## src/design/assert_macros.svh

```systemverilog
// Assertion macros shared by the RTL of the register block.
`ifndef ASSERT_MACROS_SVH
`define ASSERT_MACROS_SVH
`ifndef SYNTH
// Property must hold at every clock edge outside reset.
`define ASSERT_CLK(label, clk, rst_n, prop) \
  label: assert property (@(posedge clk) disable iff (!(rst_n)) (prop)) \
    else $error("assertion failed");
// Expression must never be true at a clock edge outside reset.
`define ASSERT_NEVER(label, clk, rst_n, expr) \
  label: assert property (@(posedge clk) disable iff (!(rst_n)) !(expr)) \
    else $error("forbidden condition seen");
`else
`define ASSERT_CLK(label, clk, rst_n, prop)
`define ASSERT_NEVER(label, clk, rst_n, expr)
`endif
`endif

```

## src/design/nprb_pkg.sv

```systemverilog
// Package: address map, field widths and decode helpers of the register block.
`timescale 1ns / 1ps
`default_nettype none
package nprb_pkg;

  localparam int unsigned AddrW       = 6;
  localparam int unsigned NibW        = 4;
  localparam int unsigned ShadowDepth = 64;
  localparam int unsigned InDataW     = 16;
  localparam int unsigned OutDataW    = 80;

  // Register addresses
  localparam logic [5:0] ADDR_LCD_CTRL    = 6'h00;
  localparam logic [5:0] ADDR_CONTRAST_LO = 6'h01;
  localparam logic [5:0] ADDR_CONTRAST_HI = 6'h02;
  localparam logic [5:0] ADDR_SPARE_03    = 6'h03;
  localparam logic [5:0] ADDR_CRC_FIRST   = 6'h04;
  localparam logic [5:0] ADDR_CRC_LAST    = 6'h07;
  localparam logic [5:0] ADDR_ZERO_08     = 6'h08;
  localparam logic [5:0] ADDR_SPARE_09    = 6'h09;
  localparam logic [5:0] ADDR_UNKNOWN_0A  = 6'h0A;
  localparam logic [5:0] ADDR_ANN_LO      = 6'h0B;
  localparam logic [5:0] ADDR_ANN_HI      = 6'h0C;
  localparam logic [5:0] ADDR_SPARE_0E    = 6'h0E;
  localparam logic [5:0] ADDR_CARD_STATE  = 6'h0F;
  localparam logic [5:0] ADDR_SER_FIRST   = 6'h10;
  localparam logic [5:0] ADDR_SER_12      = 6'h12;
  localparam logic [5:0] ADDR_SER_14      = 6'h14;
  localparam logic [5:0] ADDR_SER_15      = 6'h15;
  localparam logic [5:0] ADDR_SER_16      = 6'h16;
  localparam logic [5:0] ADDR_SER_LAST    = 6'h17;
  localparam logic [5:0] ADDR_SPARE_FIRST = 6'h18;
  localparam logic [5:0] ADDR_SPARE_LAST  = 6'h1F;
  localparam logic [5:0] ADDR_BASE_FIRST  = 6'h20;
  localparam logic [5:0] ADDR_BASE_LAST   = 6'h24;
  localparam logic [5:0] ADDR_LOFS_FIRST  = 6'h25;
  localparam logic [5:0] ADDR_LOFS_LAST   = 6'h27;
  localparam logic [5:0] ADDR_LCNT_LO     = 6'h28;
  localparam logic [5:0] ADDR_LCNT_HI     = 6'h29;
  localparam logic [5:0] ADDR_UNK_FIRST   = 6'h2A;
  localparam logic [5:0] ADDR_UNK_LAST    = 6'h2D;
  localparam logic [5:0] ADDR_T1_CTRL     = 6'h2E;
  localparam logic [5:0] ADDR_T2_CTRL     = 6'h2F;
  localparam logic [5:0] ADDR_MENU_FIRST  = 6'h30;
  localparam logic [5:0] ADDR_MENU_LAST   = 6'h34;
  localparam logic [5:0] ADDR_UNK_35      = 6'h35;
  localparam logic [5:0] ADDR_UNK_36      = 6'h36;
  localparam logic [5:0] ADDR_T1_VALUE    = 6'h37;
  localparam logic [5:0] ADDR_T2_FIRST    = 6'h38;

  localparam logic [3:0] NIB_ALL_ONES = 4'hF;

  // Source of the read nibble
  typedef enum logic [3:0] {
    SRC_SHADOW,
    SRC_CRC,
    SRC_ZERO,
    SRC_CARD,
    SRC_SERIAL,
    SRC_T1_CTRL,
    SRC_T2_CTRL,
    SRC_T1_VALUE,
    SRC_T2_VALUE,
    SRC_UNKNOWN
  } rd_src_e;

  // Result payload
  typedef struct packed {
    logic [5:0]  line_count;
    logic [11:0] line_offset;
    logic [19:0] menu_addr;
    logic [19:0] base_addr;
    logic [7:0]  annunciators;
    logic [4:0]  contrast;
    logic [2:0]  hoffset;
    logic        enable;
    logic [3:0]  read_data;
    logic        serial_fwd;
    logic        unknown;
  } result_t;

  function automatic logic in_range(logic [5:0] a, logic [5:0] lo, logic [5:0] hi);
    return (a >= lo) && (a <= hi);
  endfunction

  function automatic rd_src_e decode_read(logic [5:0] a);
    rd_src_e src;
    if (in_range(a, ADDR_LCD_CTRL, ADDR_SPARE_03) || a == ADDR_SPARE_09 ||
        in_range(a, ADDR_ANN_LO, ADDR_SPARE_0E) ||
        in_range(a, ADDR_SPARE_FIRST, ADDR_SPARE_LAST) ||
        in_range(a, ADDR_LOFS_FIRST, ADDR_LCNT_HI)) begin
      src = SRC_SHADOW;
    end else if (in_range(a, ADDR_CRC_FIRST, ADDR_CRC_LAST)) begin
      src = SRC_CRC;
    end else if (a == ADDR_ZERO_08 || in_range(a, ADDR_MENU_FIRST, ADDR_MENU_LAST)) begin
      src = SRC_ZERO;
    end else if (a == ADDR_CARD_STATE) begin
      src = SRC_CARD;
    end else if (in_range(a, ADDR_SER_FIRST, ADDR_SER_12) || a == ADDR_SER_14 ||
                 a == ADDR_SER_15) begin
      src = SRC_SERIAL;
    end else if (a == ADDR_T1_CTRL) begin
      src = SRC_T1_CTRL;
    end else if (a == ADDR_T2_CTRL) begin
      src = SRC_T2_CTRL;
    end else if (a == ADDR_T1_VALUE) begin
      src = SRC_T1_VALUE;
    end else if (a >= ADDR_T2_FIRST) begin
      src = SRC_T2_VALUE;
    end else begin
      src = SRC_UNKNOWN;
    end
    return src;
  endfunction

  function automatic logic is_serial_write(logic [5:0] a);
    return in_range(a, ADDR_SER_FIRST, ADDR_SER_14) || a == ADDR_SER_16 ||
           a == ADDR_SER_LAST;
  endfunction

  function automatic logic is_unknown_write(logic [5:0] a);
    return a == ADDR_UNKNOWN_0A || in_range(a, ADDR_UNK_FIRST, ADDR_UNK_LAST) ||
           a == ADDR_UNK_35 || a == ADDR_UNK_36;
  endfunction

endpackage
`default_nettype wire

```

## src/design/nprb_ram.sv

```systemverilog
// Generic single-port-write, registered-read RAM.
`timescale 1ns / 1ps
`default_nettype none
module nprb_ram #(
  parameter int unsigned Width = 4,
  parameter int unsigned Depth = 64
) (
  input  wire logic                     clk_i,
  input  wire logic                     we_i,
  input  wire logic [$clog2(Depth)-1:0] waddr_i,
  input  wire logic [Width-1:0]         wdata_i,
  input  wire logic                     re_i,
  input  wire logic [$clog2(Depth)-1:0] raddr_i,
  output logic      [Width-1:0]         rdata_o
);

  logic [Width-1:0] mem_q [Depth];

  // Write port
  always_ff @(posedge clk_i) begin
    if (we_i) begin
      mem_q[waddr_i] <= wdata_i;
    end
  end

  // Registered read, holds while not enabled
  always_ff @(posedge clk_i) begin
    if (re_i) begin
      rdata_o <= mem_q[raddr_i];
    end
  end

endmodule
`default_nettype wire

```

## src/design/nibble_peripheral_register_block.sv

```systemverilog
// Top level: nibble-wide peripheral register block with 64-address space.
// Usage:
//   Requests enter on the s_axis channel: tuser[0] = mode (1 write, 0 read),
//   tdata holds the address and write nibble. Each request yields exactly one
//   response on m_axis: tuser carries the unknown-address and serial-forward
//   flags, tdata the read nibble followed by all display register fields as
//   they stand after the request.
//   A request passes through the input register, where the shadow RAM is
//   also read, then through decode, register update and the response register.
//   Throughput is one request per cycle while m_axis_tready stays high; the
//   shadow RAM has one write and one read port, so a write followed by a read
//   of the same address is fine.
//   When m_axis_tready is low the response register holds, one more request
//   is absorbed by the input register, then s_axis_tready drops.
//   The card state nibble is written on the cfg channel (always ready); the user
//   must write it only while idle, the block itself does not enforce this.
//   Reset (rst_ni low) clears all architectural registers, the shadow valid
//   bits and the pipeline valids; no clearing pass is needed.
`timescale 1ns / 1ps
`default_nettype none
`include "assert_macros.svh"
module nibble_peripheral_register_block (
  input  wire logic        clk_i,
  input  wire logic        rst_ni,
  // request channel
  input  wire logic        s_axis_tvalid,
  output logic             s_axis_tready,
  input  wire logic [15:0] s_axis_tdata,   // [5:0] address, [9:6] write_data, rest zero
  input  wire logic [0:0]  s_axis_tuser,   // [0] mode
  // response channel
  output logic             m_axis_tvalid,
  input  wire logic        m_axis_tready,
  // [3:0] read_data, [4] lcd_enable, [7:5] lcd_horizontal_offset,
  // [12:8] lcd_contrast_level, [20:13] lcd_annunciators, [40:21] lcd_base_address,
  // [60:41] lcd_menu_address, [72:61] lcd_line_offset_value, [78:73] lcd_line_count
  output logic [79:0]      m_axis_tdata,
  output logic [1:0]       m_axis_tuser,   // [0] unknown_address, [1] serial_forward
  // configuration write
  input  wire logic        cfg_valid_i,
  output logic             cfg_ready_o,
  input  wire logic [3:0]  cfg_data_i
);
  import nprb_pkg::*;

  // Handshake
  logic in_acc;
  logic advance;
  logic s1_valid_q;
  logic out_valid_q;

  // Stage 1 request register
  logic       s1_mode_q;
  logic [5:0] s1_addr_q;
  logic [3:0] s1_data_q;
  logic       s1_shadow_vld_q;

  // Shadow store
  logic [ShadowDepth-1:0] shadow_vld_q;
  logic [3:0]             shadow_rdata;

  // Architectural registers
  logic [3:0]       card_state_q;
  logic [3:0][3:0]  crc_q, crc_d;
  logic [3:0]       t1_ctrl_q, t1_ctrl_d;
  logic [3:0]       t2_ctrl_q, t2_ctrl_d;
  logic [3:0]       t1_value_q, t1_value_d;
  logic [7:0][3:0]  t2_value_q, t2_value_d;
  logic [4:0][3:0]  base_q, base_d;
  logic [4:0][3:0]  menu_q, menu_d;
  logic [2:0][3:0]  lofs_q, lofs_d;
  logic [5:0]       lcnt_q, lcnt_d;
  logic [2:0]       hofs_q, hofs_d;
  logic             enable_q, enable_d;
  logic [4:0]       contrast_q, contrast_d;
  logic [7:0]       ann_q, ann_d;

  rd_src_e rd_src;
  result_t res_d, res_q;
  logic    wr_en;

  assign in_acc        = s_axis_tvalid && s_axis_tready;
  assign advance       = s1_valid_q && (!out_valid_q || m_axis_tready);
  assign s_axis_tready = !s1_valid_q || advance;
  assign cfg_ready_o   = 1'b1;
  assign wr_en         = advance && s1_mode_q;

  // Shadow RAM: written and read at request acceptance
  nprb_ram #(
    .Width (NibW),
    .Depth (ShadowDepth)
  ) u_shadow (
    .clk_i   (clk_i),
    .we_i    (in_acc && s_axis_tuser[0]),
    .waddr_i (s_axis_tdata[5:0]),
    .wdata_i (s_axis_tdata[9:6]),
    .re_i    (in_acc),
    .raddr_i (s_axis_tdata[5:0]),
    .rdata_o (shadow_rdata)
  );

  // Pipeline valids and shadow valid bits
  always_ff @(posedge clk_i or negedge rst_ni) begin
    if (!rst_ni) begin
      s1_valid_q   <= 1'b0;
      out_valid_q  <= 1'b0;
      shadow_vld_q <= '0;
    end else begin
      if (in_acc) begin
        s1_valid_q <= 1'b1;
      end else if (advance) begin
        s1_valid_q <= 1'b0;
      end
      if (advance) begin
        out_valid_q <= 1'b1;
      end else if (m_axis_tready) begin
        out_valid_q <= 1'b0;
      end
      if (in_acc && s_axis_tuser[0]) begin
        shadow_vld_q[s_axis_tdata[5:0]] <= 1'b1;
      end
    end
  end

  // Stage 1 payload
  always_ff @(posedge clk_i) begin
    if (in_acc) begin
      s1_mode_q       <= s_axis_tuser[0];
      s1_addr_q       <= s_axis_tdata[5:0];
      s1_data_q       <= s_axis_tdata[9:6];
      s1_shadow_vld_q <= shadow_vld_q[s_axis_tdata[5:0]];
    end
  end

  // Register write merge
  always_comb begin
    crc_d      = crc_q;
    t1_ctrl_d  = t1_ctrl_q;
    t2_ctrl_d  = t2_ctrl_q;
    t1_value_d = t1_value_q;
    t2_value_d = t2_value_q;
    base_d     = base_q;
    menu_d     = menu_q;
    lofs_d     = lofs_q;
    lcnt_d     = lcnt_q;
    hofs_d     = hofs_q;
    enable_d   = enable_q;
    contrast_d = contrast_q;
    ann_d      = ann_q;
    if (wr_en) begin
      if (s1_addr_q == ADDR_LCD_CTRL) begin
        hofs_d   = s1_data_q[2:0];
        enable_d = s1_data_q[3];
      end else if (s1_addr_q == ADDR_CONTRAST_LO) begin
        contrast_d[3:0] = s1_data_q;
      end else if (s1_addr_q == ADDR_CONTRAST_HI) begin
        contrast_d[4] = s1_data_q[0];
      end else if (in_range(s1_addr_q, ADDR_CRC_FIRST, ADDR_CRC_LAST)) begin
        crc_d[s1_addr_q[1:0]] = s1_data_q;
      end else if (s1_addr_q == ADDR_ANN_LO) begin
        ann_d[3:0] = s1_data_q;
      end else if (s1_addr_q == ADDR_ANN_HI) begin
        ann_d[7:4] = s1_data_q;
      end else if (in_range(s1_addr_q, ADDR_BASE_FIRST, ADDR_BASE_LAST)) begin
        base_d[s1_addr_q[2:0]] = s1_data_q;
      end else if (in_range(s1_addr_q, ADDR_LOFS_FIRST, ADDR_LOFS_LAST)) begin
        lofs_d[2'(s1_addr_q - ADDR_LOFS_FIRST)] = s1_data_q;
      end else if (s1_addr_q == ADDR_LCNT_LO) begin
        lcnt_d[3:0] = s1_data_q;
      end else if (s1_addr_q == ADDR_LCNT_HI) begin
        lcnt_d[5:4] = s1_data_q[1:0];
      end else if (s1_addr_q == ADDR_T1_CTRL) begin
        t1_ctrl_d = s1_data_q;
      end else if (s1_addr_q == ADDR_T2_CTRL) begin
        t2_ctrl_d = s1_data_q;
      end else if (in_range(s1_addr_q, ADDR_MENU_FIRST, ADDR_MENU_LAST)) begin
        menu_d[s1_addr_q[2:0]] = s1_data_q;
      end else if (s1_addr_q == ADDR_T1_VALUE) begin
        t1_value_d = s1_data_q;
      end else if (s1_addr_q >= ADDR_T2_FIRST) begin
        t2_value_d[s1_addr_q[2:0]] = s1_data_q;
      end
    end
  end

  // Read decode and response build
  always_comb begin
    rd_src            = decode_read(s1_addr_q);
    res_d             = '0;
    res_d.enable      = enable_d;
    res_d.hoffset     = hofs_d;
    res_d.contrast    = contrast_d;
    res_d.annunciators = ann_d;
    res_d.base_addr   = base_d;
    res_d.menu_addr   = menu_d;
    res_d.line_offset = lofs_d;
    res_d.line_count  = lcnt_d;
    if (s1_mode_q) begin
      res_d.unknown    = is_unknown_write(s1_addr_q);
      res_d.serial_fwd = is_serial_write(s1_addr_q);
    end else begin
      case (rd_src)
        SRC_SHADOW:   res_d.read_data = s1_shadow_vld_q ? shadow_rdata : '0;
        SRC_CRC:      res_d.read_data = crc_q[s1_addr_q[1:0]];
        SRC_ZERO:     res_d.read_data = '0;
        SRC_CARD:     res_d.read_data = card_state_q;
        SRC_SERIAL:   res_d.serial_fwd = 1'b1;
        SRC_T1_CTRL:  res_d.read_data = t1_ctrl_q;
        SRC_T2_CTRL:  res_d.read_data = t2_ctrl_q;
        SRC_T1_VALUE: res_d.read_data = t1_value_q;
        SRC_T2_VALUE: res_d.read_data = t2_value_q[s1_addr_q[2:0]];
        default: begin
          res_d.read_data = NIB_ALL_ONES;
          res_d.unknown   = 1'b1;
        end
      endcase
    end
  end

  // Architectural state and configuration
  always_ff @(posedge clk_i or negedge rst_ni) begin
    if (!rst_ni) begin
      card_state_q  <= '0;
      crc_q         <= '0;
      t1_ctrl_q     <= '0;
      t2_ctrl_q     <= '0;
      t1_value_q    <= '0;
      t2_value_q    <= '0;
      base_q        <= '0;
      menu_q        <= '0;
      lofs_q        <= '0;
      lcnt_q        <= '0;
      hofs_q        <= '0;
      enable_q      <= 1'b0;
      contrast_q    <= '0;
      ann_q         <= '0;
    end else begin
      if (cfg_valid_i && cfg_ready_o) begin
        card_state_q <= cfg_data_i;
      end
      crc_q      <= crc_d;
      t1_ctrl_q  <= t1_ctrl_d;
      t2_ctrl_q  <= t2_ctrl_d;
      t1_value_q <= t1_value_d;
      t2_value_q <= t2_value_d;
      base_q     <= base_d;
      menu_q     <= menu_d;
      lofs_q     <= lofs_d;
      lcnt_q     <= lcnt_d;
      hofs_q     <= hofs_d;
      enable_q   <= enable_d;
      contrast_q <= contrast_d;
      ann_q      <= ann_d;
    end
  end

  // Response register
  always_ff @(posedge clk_i) begin
    if (advance) begin
      res_q <= res_d;
    end
  end

  assign m_axis_tvalid = out_valid_q;
  assign m_axis_tuser  = {res_q.serial_fwd, res_q.unknown};
  assign m_axis_tdata  = {1'b0, res_q.line_count, res_q.line_offset, res_q.menu_addr,
                          res_q.base_addr, res_q.annunciators, res_q.contrast,
                          res_q.hoffset, res_q.enable, res_q.read_data};

  // Checks
  `ASSERT_CLK(a_s1_holds, clk_i, rst_ni, (s1_valid_q && !advance) |=> s1_valid_q)
  `ASSERT_CLK(a_stall_cause, clk_i, rst_ni, !s_axis_tready |-> (out_valid_q && !m_axis_tready))
  `ASSERT_CLK(a_write_reads_zero, clk_i, rst_ni, (advance && s1_mode_q) |=> (m_axis_tdata[3:0] == 4'h0))
  `ASSERT_NEVER(a_flags_exclusive, clk_i, rst_ni, m_axis_tvalid && m_axis_tuser[0] && m_axis_tuser[1])

endmodule
`default_nettype wire

```

## config.mk

```make
export PLATFORM = sky130hd
export DESIGN_NAME = nibble_peripheral_register_block
export DESIGN_NICKNAME = d
export VERILOG_FILES = /design/src/design/nprb_pkg.sv /design/src/design/nprb_ram.sv /design/src/design/nibble_peripheral_register_block.sv
export VERILOG_INCLUDE_DIRS = /design/src /design/src/design
export SDC_FILE = /design/constraint.sdc
export NUM_CORES = 1
export LEC_CHECK = 0
export CORE_AREA = 2 2 228 230
export DETAILED_ROUTE_END_ITERATION = 7
export DIE_AREA = 0 0 230 232
export DONT_BUFFER_PORTS = 1
export SYNTH_ARGS = -nofsm -noshare
export SYNTH_HDL_FRONTEND = slang
export SYNTH_HIERARCHICAL = 1
export SYNTH_SLANG_ARGS = --single-unit
```

## constraint.sdc

```tcl
create_clock -name clk_i -period 8 [get_ports clk_i]
set_input_delay 0.4 -clock clk_i [delete_from_list [all_inputs] [get_ports clk_i]]
set_output_delay 0.4 -clock clk_i [all_outputs]
set_load 0.02 [all_outputs]
```

After elaboration in Yosys (flattened, before gate mapping)
Memory sizes are Yosys's and may differ from the RTL's. A register that Yosys moved wholly into a read port is not among the register bits.
Index checks and enable logic that the tools add are counted.
{"block": "word_totals", "out_inout_bits": 85, "memories": 1, "mem_bits_rw": 256, "input_bits": 26, "reg_bits": 298}
{"name": "u_shadow.mem_q", "depth": 64, "width": 4, "read_ports": 1, "rd_clocked_by_memory_dff": 1, "wr": 1, "line_no": "nprb_ram.sv:17", "rtl": "logic [Width-1:0] mem_q [Depth];"}
{"block": "op_classes", "n_eq_ne": 27, "bitwise_logic": 15, "n_mux": 99, "magnitude_cmp": 29, "reduce_logical": 46, "add_sub_neg": 1}
{"op": "2-to-1 mux 20 bit", "count": 22}
{"op": "2-to-1 mux 12 bit", "count": 9}
{"op": "2-to-1 mux 4 bit", "count": 19}
{"op": "OR 64 bit", "count": 1}
{"op": "2-to-1 mux 6 bit", "count": 9}
{"op": "== test 6 bit (second input constant)", "count": 7}
{"op": "bitwise mux 20 bit", "count": 2}
{"op": "2-to-1 mux 8 bit", "count": 5}
{"op": "== test 6 x 4 -> 1 bit (second input constant)", "count": 6}
{"op": "bitwise mux 32 bit", "count": 1}
{"op": "case mux 4 bit (8 select lines)", "count": 1}
{"op": ">= comparator 6 bit (second input constant)", "count": 5}
{"op": "<= comparator 6 bit (second input constant)", "count": 5}
{"op": "== test 6 x 5 -> 1 bit (second input constant)", "count": 4}
{"op": "logical AND 1 bit", "count": 19}
{"op": "<= comparator 6 x 5 -> 1 bit (second input constant)", "count": 3}
{"op": "bitwise mux 16 bit", "count": 1}
{"op": "demux 4 bit (select 2 bit)", "count": 2}
{"op": "== test 4 x 3 -> 1 bit (second input constant)", "count": 4}
{"op": "AND reduction 16 bit", "count": 1}
{"op": "2-to-1 mux 1 bit", "count": 15}
{"op": "AND reduction 15 bit", "count": 1}
{"op": "logical OR 1 bit", "count": 14}
{"op": "NOT 1 bit", "count": 14}
{"op": "other kinds (36)", "count": 47}

Longest topological paths before layout
{"block": "depth", "word_depth": 19, "ltp_mapped": 8, "ltp_nobuf": 5}

Cells and area by module
Netlist, hierarchy kept.
{"mod": "nibble_peripheral_register_block", "seq_area_each_um2": 7922.6, "cells_per_inst": 785, "area_per_inst_um2": 12248.0, "instances": 1}
{"mod": "nprb_ram", "seq_area_each_um2": 7807.5, "cells_per_inst": 529, "area_per_inst_um2": 10396.2, "instances": 1}

Least setup slack after synthesis
OpenSTA, ideal clock, no wires.
{"block": "synth_path", "path_kind": "reg-to-reg", "start": "reg out_valid_q, in the netlist m_axis_tvalid", "end": "reg res_q (netlist bit m_axis_tdata[0]), enable pin", "setup_slack_ns": 5.032, "period_less_slack_ns": 2.968, "path_buffers": 0, "arrival_ns": 2.519, "stages_incl_launch_ff": 3, "path_cell_list": "dfrtp_1 > nand2b_2 > and2_1"}
{"block": "synth_via", "elab_chain_len": 3}
{"element": "start: declaration", "line_no": "nibble_peripheral_register_block.sv:49", "rtl": "logic out_valid_q;"}
{"element": "start signal: assignment", "line_no": "nibble_peripheral_register_block.sv:105", "rtl": "out_valid_q <= 1'b0;"}
{"element": "start signal: assignment", "line_no": "nibble_peripheral_register_block.sv:114", "rtl": "out_valid_q <= 1'b1;"}
{"element": "start signal: assignment", "line_no": "nibble_peripheral_register_block.sv:116", "rtl": "out_valid_q <= 1'b0;"}
{"element": "zero test 1 bit", "line_no": "nibble_peripheral_register_block.sv:82", "rtl": "assign advance = s1_valid_q && (!out_valid_q || m_axis_tready);"}
{"element": "logical OR 1 bit", "line_no": "nibble_peripheral_register_block.sv:82"}
{"element": "logical AND 1 bit", "line_no": "nibble_peripheral_register_block.sv:82"}
{"element": "net advance", "line_no": "nibble_peripheral_register_block.sv:47", "rtl": "logic advance;"}
{"element": "end signal: assignment", "line_no": "nibble_peripheral_register_block.sv:259", "rtl": "res_q <= res_d;"}
{"element": "end: declaration", "line_no": "nibble_peripheral_register_block.sv:78", "rtl": "result_t res_d, res_q;"}
The timed path passes the listed nets, and every way through them passes these cells.
A chain may end at the register's enable or synchronous reset.

Worst setup path in the final report
{"block": "layout_path", "start": "reg out_valid_q, in the netlist m_axis_tvalid", "end": "reg shadow_vld_q[50]"}
{"block": "layout_via", "elab_chain_len": 6}
{"element": "zero test 1 bit", "line_no": "nibble_peripheral_register_block.sv:82"}
{"element": "logical OR 1 bit", "line_no": "nibble_peripheral_register_block.sv:82"}
{"element": "logical AND 1 bit", "line_no": "nibble_peripheral_register_block.sv:82"}
{"element": "logical OR 1 bit", "line_no": "nibble_peripheral_register_block.sv:83", "rtl": "assign s_axis_tready = !s1_valid_q || advance;"}
{"element": "net s_axis_tready", "line_no": "nibble_peripheral_register_block.sv:27", "rtl": "output logic s_axis_tready,"}
{"element": "logical AND 1 bit", "line_no": "nibble_peripheral_register_block.sv:81", "rtl": "assign in_acc = s_axis_tvalid && s_axis_tready;"}
{"element": "logical AND 1 bit", "line_no": "nibble_peripheral_register_block.sv:118", "rtl": "if (in_acc && s_axis_tuser[0]) begin"}
{"element": "end signal: assignment", "line_no": "nibble_peripheral_register_block.sv:106", "rtl": "shadow_vld_q <= '0;"}
{"element": "end signal: indexed assignment", "line_no": "nibble_peripheral_register_block.sv:119", "rtl": "shadow_vld_q[s_axis_tdata[5:0]] <= 1'b1;"}
{"element": "end: declaration", "line_no": "nibble_peripheral_register_block.sv:58", "rtl": "logic [ShadowDepth-1:0] shadow_vld_q;"}
The timed path passes the listed nets, and every way through them passes these cells.

==> summary.md <==
| Metric | Value |
|---|---|
| Status | `finished clean` |
| Via/cell ratio | `about 5.7` |
| Clock latency at the later pin of the worst-skew pair | `~600 ps` |
| Resize count post-CTS | `0` |
| Root Buffer | `clkbuf_16` |
| Leading cell type in the layout, fill and taps excluded | `edfxtp_1` |
| Most used flip-flop cell after synthesis | `edfxtp_1` |
| Number of CTS-inserted buffers | `55` |
| Area Growth Syn to Fin | `11.8%` |
| Filler instances | `about 4300` |
| Synthesized net count | `between 1000 and 1500` |
| Clock transition at path regs | `60 ps` |
| CTS tree | `yes` |
| Antenna violations before repair | `0` |
| Ranking of synthesized cells by area | `edfxtp_1 (47%), dfrtp_1 (23%), mux4_2 (8.2%)` |
| Largest fanout on the critical path | `10` |
| P_leak | `0.00979 uW` |
| Multi-input gate area | `6470 um2` |
| Slew @ Worst Pin | `1210 ps` |
| DIE WIDTH | `230 um` |
| Yosys top cell by area | `edfxtp_1` |
| Num rows | `83` |
| CP Launch Type | `flip-flop` |
| Final GP Congestion | `0.817` |
| Crit path kind | `flip-flop to flip-flop` |
| Die area | `approximately 53000 um2` |
| DRC violations left | `0` |
| Mapped Cells | `between 1000 and 1500` |
| DP Cell Count | `1918` |
| Commonest cells after routing, fill and taps aside | `edfxtp_1 (353), dfrtp_1 (205), mux2_2 (130), nor2_1 (85), mux4_2 (82)` |
| Distinct cells, synth | `76` |
| Drt total wl | `47400 um` |
| Layout cells sized above 1 | `25.8%` |
| FMAX | `0.324 GHz` |
| CP required | `8530 ps` |
| Warnings from Yosys | `6` |
| Peak supply drop | `around 230 uV` |
| PwrDens | `253 nW/um2` |
| Hold WC Path Type | `input port to flip-flop` |
| Nets@finish | `1343` |
| Arr. time, crit path | `3610 ps` |
| Final Non-Filler Cells | `2042` |
| Postcts setup bufs | `0` |
| Detailed Route Iter0 Violations | `around 820` |
| Syn Std Cell Area | `roughly 23000 um2` |
| Placeable Area | `50900 um2` |
| Period utilisation layout | `38.5%` |
| Fraction of registers with async set/reset | `36.7%` |
| Setup_tns | `0 ps` |
| Vias | `11600` |
| Synth Area per Inst | `17.2 um2` |
| H-tree Lvls | `2` |
| Relative slew slack | `18.9%` |
| ANT cells | `0` |
| RSZ-0062 raised after global routing | `false` |
| I/O Pins | `111` |
| Final hold vios | `0` |
| Largest net degree at the start of global routing | `206` |
| Clock Sink Count | `roughly 560` |
| Worst-case clock buffer depth | `3` |
| Antenna viol nets, final | `0` |
| Total GRT Usage | `roughly 18%` |
| #FFs+latches synth | `about 560` |
| Gr ovfl total | `0` |
| Register Area | `around 16000 um2` |
| Final slew viol count | `0` |
| Top-area cell type share of the netlist area | `46.8%` |
| Clk_skew | `15.4 ps` |
| Seq/Total Area, Yosys | `a little over two thirds` |
| Max-cap viol count | `0` |
| EDFF count, synth | `~350` |
| Clock period minus worst slack | `3080 ps` |
| Vias in the first global route | `11900` |
| Pre-antenna DRT Iters | `5` |
| Wire per inst | `23.2 um` |
| Setup Viol. Count Final | `0` |
| Initial Utilization | `44.5%` |
| Detail Placement HPWL | `27800 um` |
| First-pass GRT wire length | `73700 um` |
| Crit end category | `flip-flop` |
| Port bufs | `0` |
| Die Ht | `232 um` |
## routing by layer
metal | routed length [um] | vias up | part of all wire, % | global-route usage [%]
li1 | - | 5107 | - | -
met3 | 2220 | 83 | 4.7 | 3.32
met5 | 0 | - | 0 | 0
met4 | 1170 | 0 | 2.5 | 5.89
met1 | 21000 | 6101 | 44 | 24.4
met2 | 23000 | 303 | 49 | 29.5
## power breakdown
group / switching (uW) / total (uW) / internal (uW)
logic: 197 / 368 / 171
registers: 117 / 3350 / 3230
clock network: 1070 / 2700 / 1630
## cell usage after synthesis, types with 9 or more instances
cell	n
edfxtp_1	353
o22ai_1	13
nand3_1	29
a21oi_1	10
mux2_2	130
dfrtp_1	205
or2_2	9
nand4_1	12
mux4_2	82
nand2b_1	12
mux2_1	13
clkbuf_1	45
nor2b_1	17
nand2_1	20
buf_2	22
nor3_2	13
buf_4	10
a21o_1	64
nor2_1	85
and2_1	10
## through the flow
step	total power [uW]	hold slack (ps)	worst slack (ps)	instance area, um2	util (%)
2_1_floorplan	3660	104	5030	22600	-
3_3_place_gp	3710	110	4950	23100	45.5
3_5_place_dp	3720	111	4890	23100	45.5
4_1_cts	6480	15.0	4870	25300	49.8
5_1_grt	6640	45.4	4720	25300	49.8
6_report	6420	51.3	4920	25300	49.8
## final cells by class
cell class	count	share of cell area [%]
Timing Repair Buffer	29	1.42
Inverter	7	0.104
Tap cell	680	3.36
Clock buffer	68	5.71
Multi-Input combinational cell	666	25.6
Clock inverter	34	1.74
Sequential cell	558	62.1
## what timing repair did
item / in CTS / in global routing
hold endpoints to repair: 477 / 0
hold buffers: 22 / 0
setup endpoints to repair: 0 / 0
## kinds of logic (layout without fill, tap and decap cells)
group	after synthesis	in the layout	share of synthesized area (%)
other	2	2	0.0332
muxes	241	241	16.5
buffers and inverters	90	138	1.96
AOI/OAI and AO/OA	151	151	4.93
and+or+nand+nor	271	271	7.02
xor gates and xnor gates	1	1	0.0387
DFF	558	558	69.5
## final timing paths
check	start	endpoint	cells after the start	slack [ps]
worst min-delay path	m_axis_tready	m_axis_tvalid$_DFFE_PN0P_	2	50
worst min register to register	shadow_vld_q[0]$_DFFE_PN0P_	shadow_vld_q[0]$_DFFE_PN0P_	1	450
worst max register to register	m_axis_tvalid$_DFFE_PN0P_	shadow_vld_q[50]$_DFFE_PN0P_	5	4920
max in group asynchronous	rst_ni	shadow_vld_q[50]$_DFFE_PN0P_	2	6670
min in group asynchronous	rst_ni	base_q[11]$_DFF_PN0_	2	490
worst max-delay path	m_axis_tvalid$_DFFE_PN0P_	shadow_vld_q[50]$_DFFE_PN0P_	5	4920
## worst max-delay path, cell delays in order, from the launching register on
cell and delay [ps]:
dfrtp_1 530, nand3b_1 410, and3_1 650, nand2_1 220, nor3_1 960, a21o_1 240
## flip-flops by register name, indices dropped and copies added (netlist names), 5 cells and up
signal,cells
contrast_q,5
m_axis_tdata,79
base_q,20
shadow_vld_q,64
lcnt_q,6
crc_q,16
lofs_q,12
s1_addr_q,6
u_shadow/mem_q,256
t2_value_q,32
ann_q,8
menu_q,20
(Power assumes the default switching activity.)
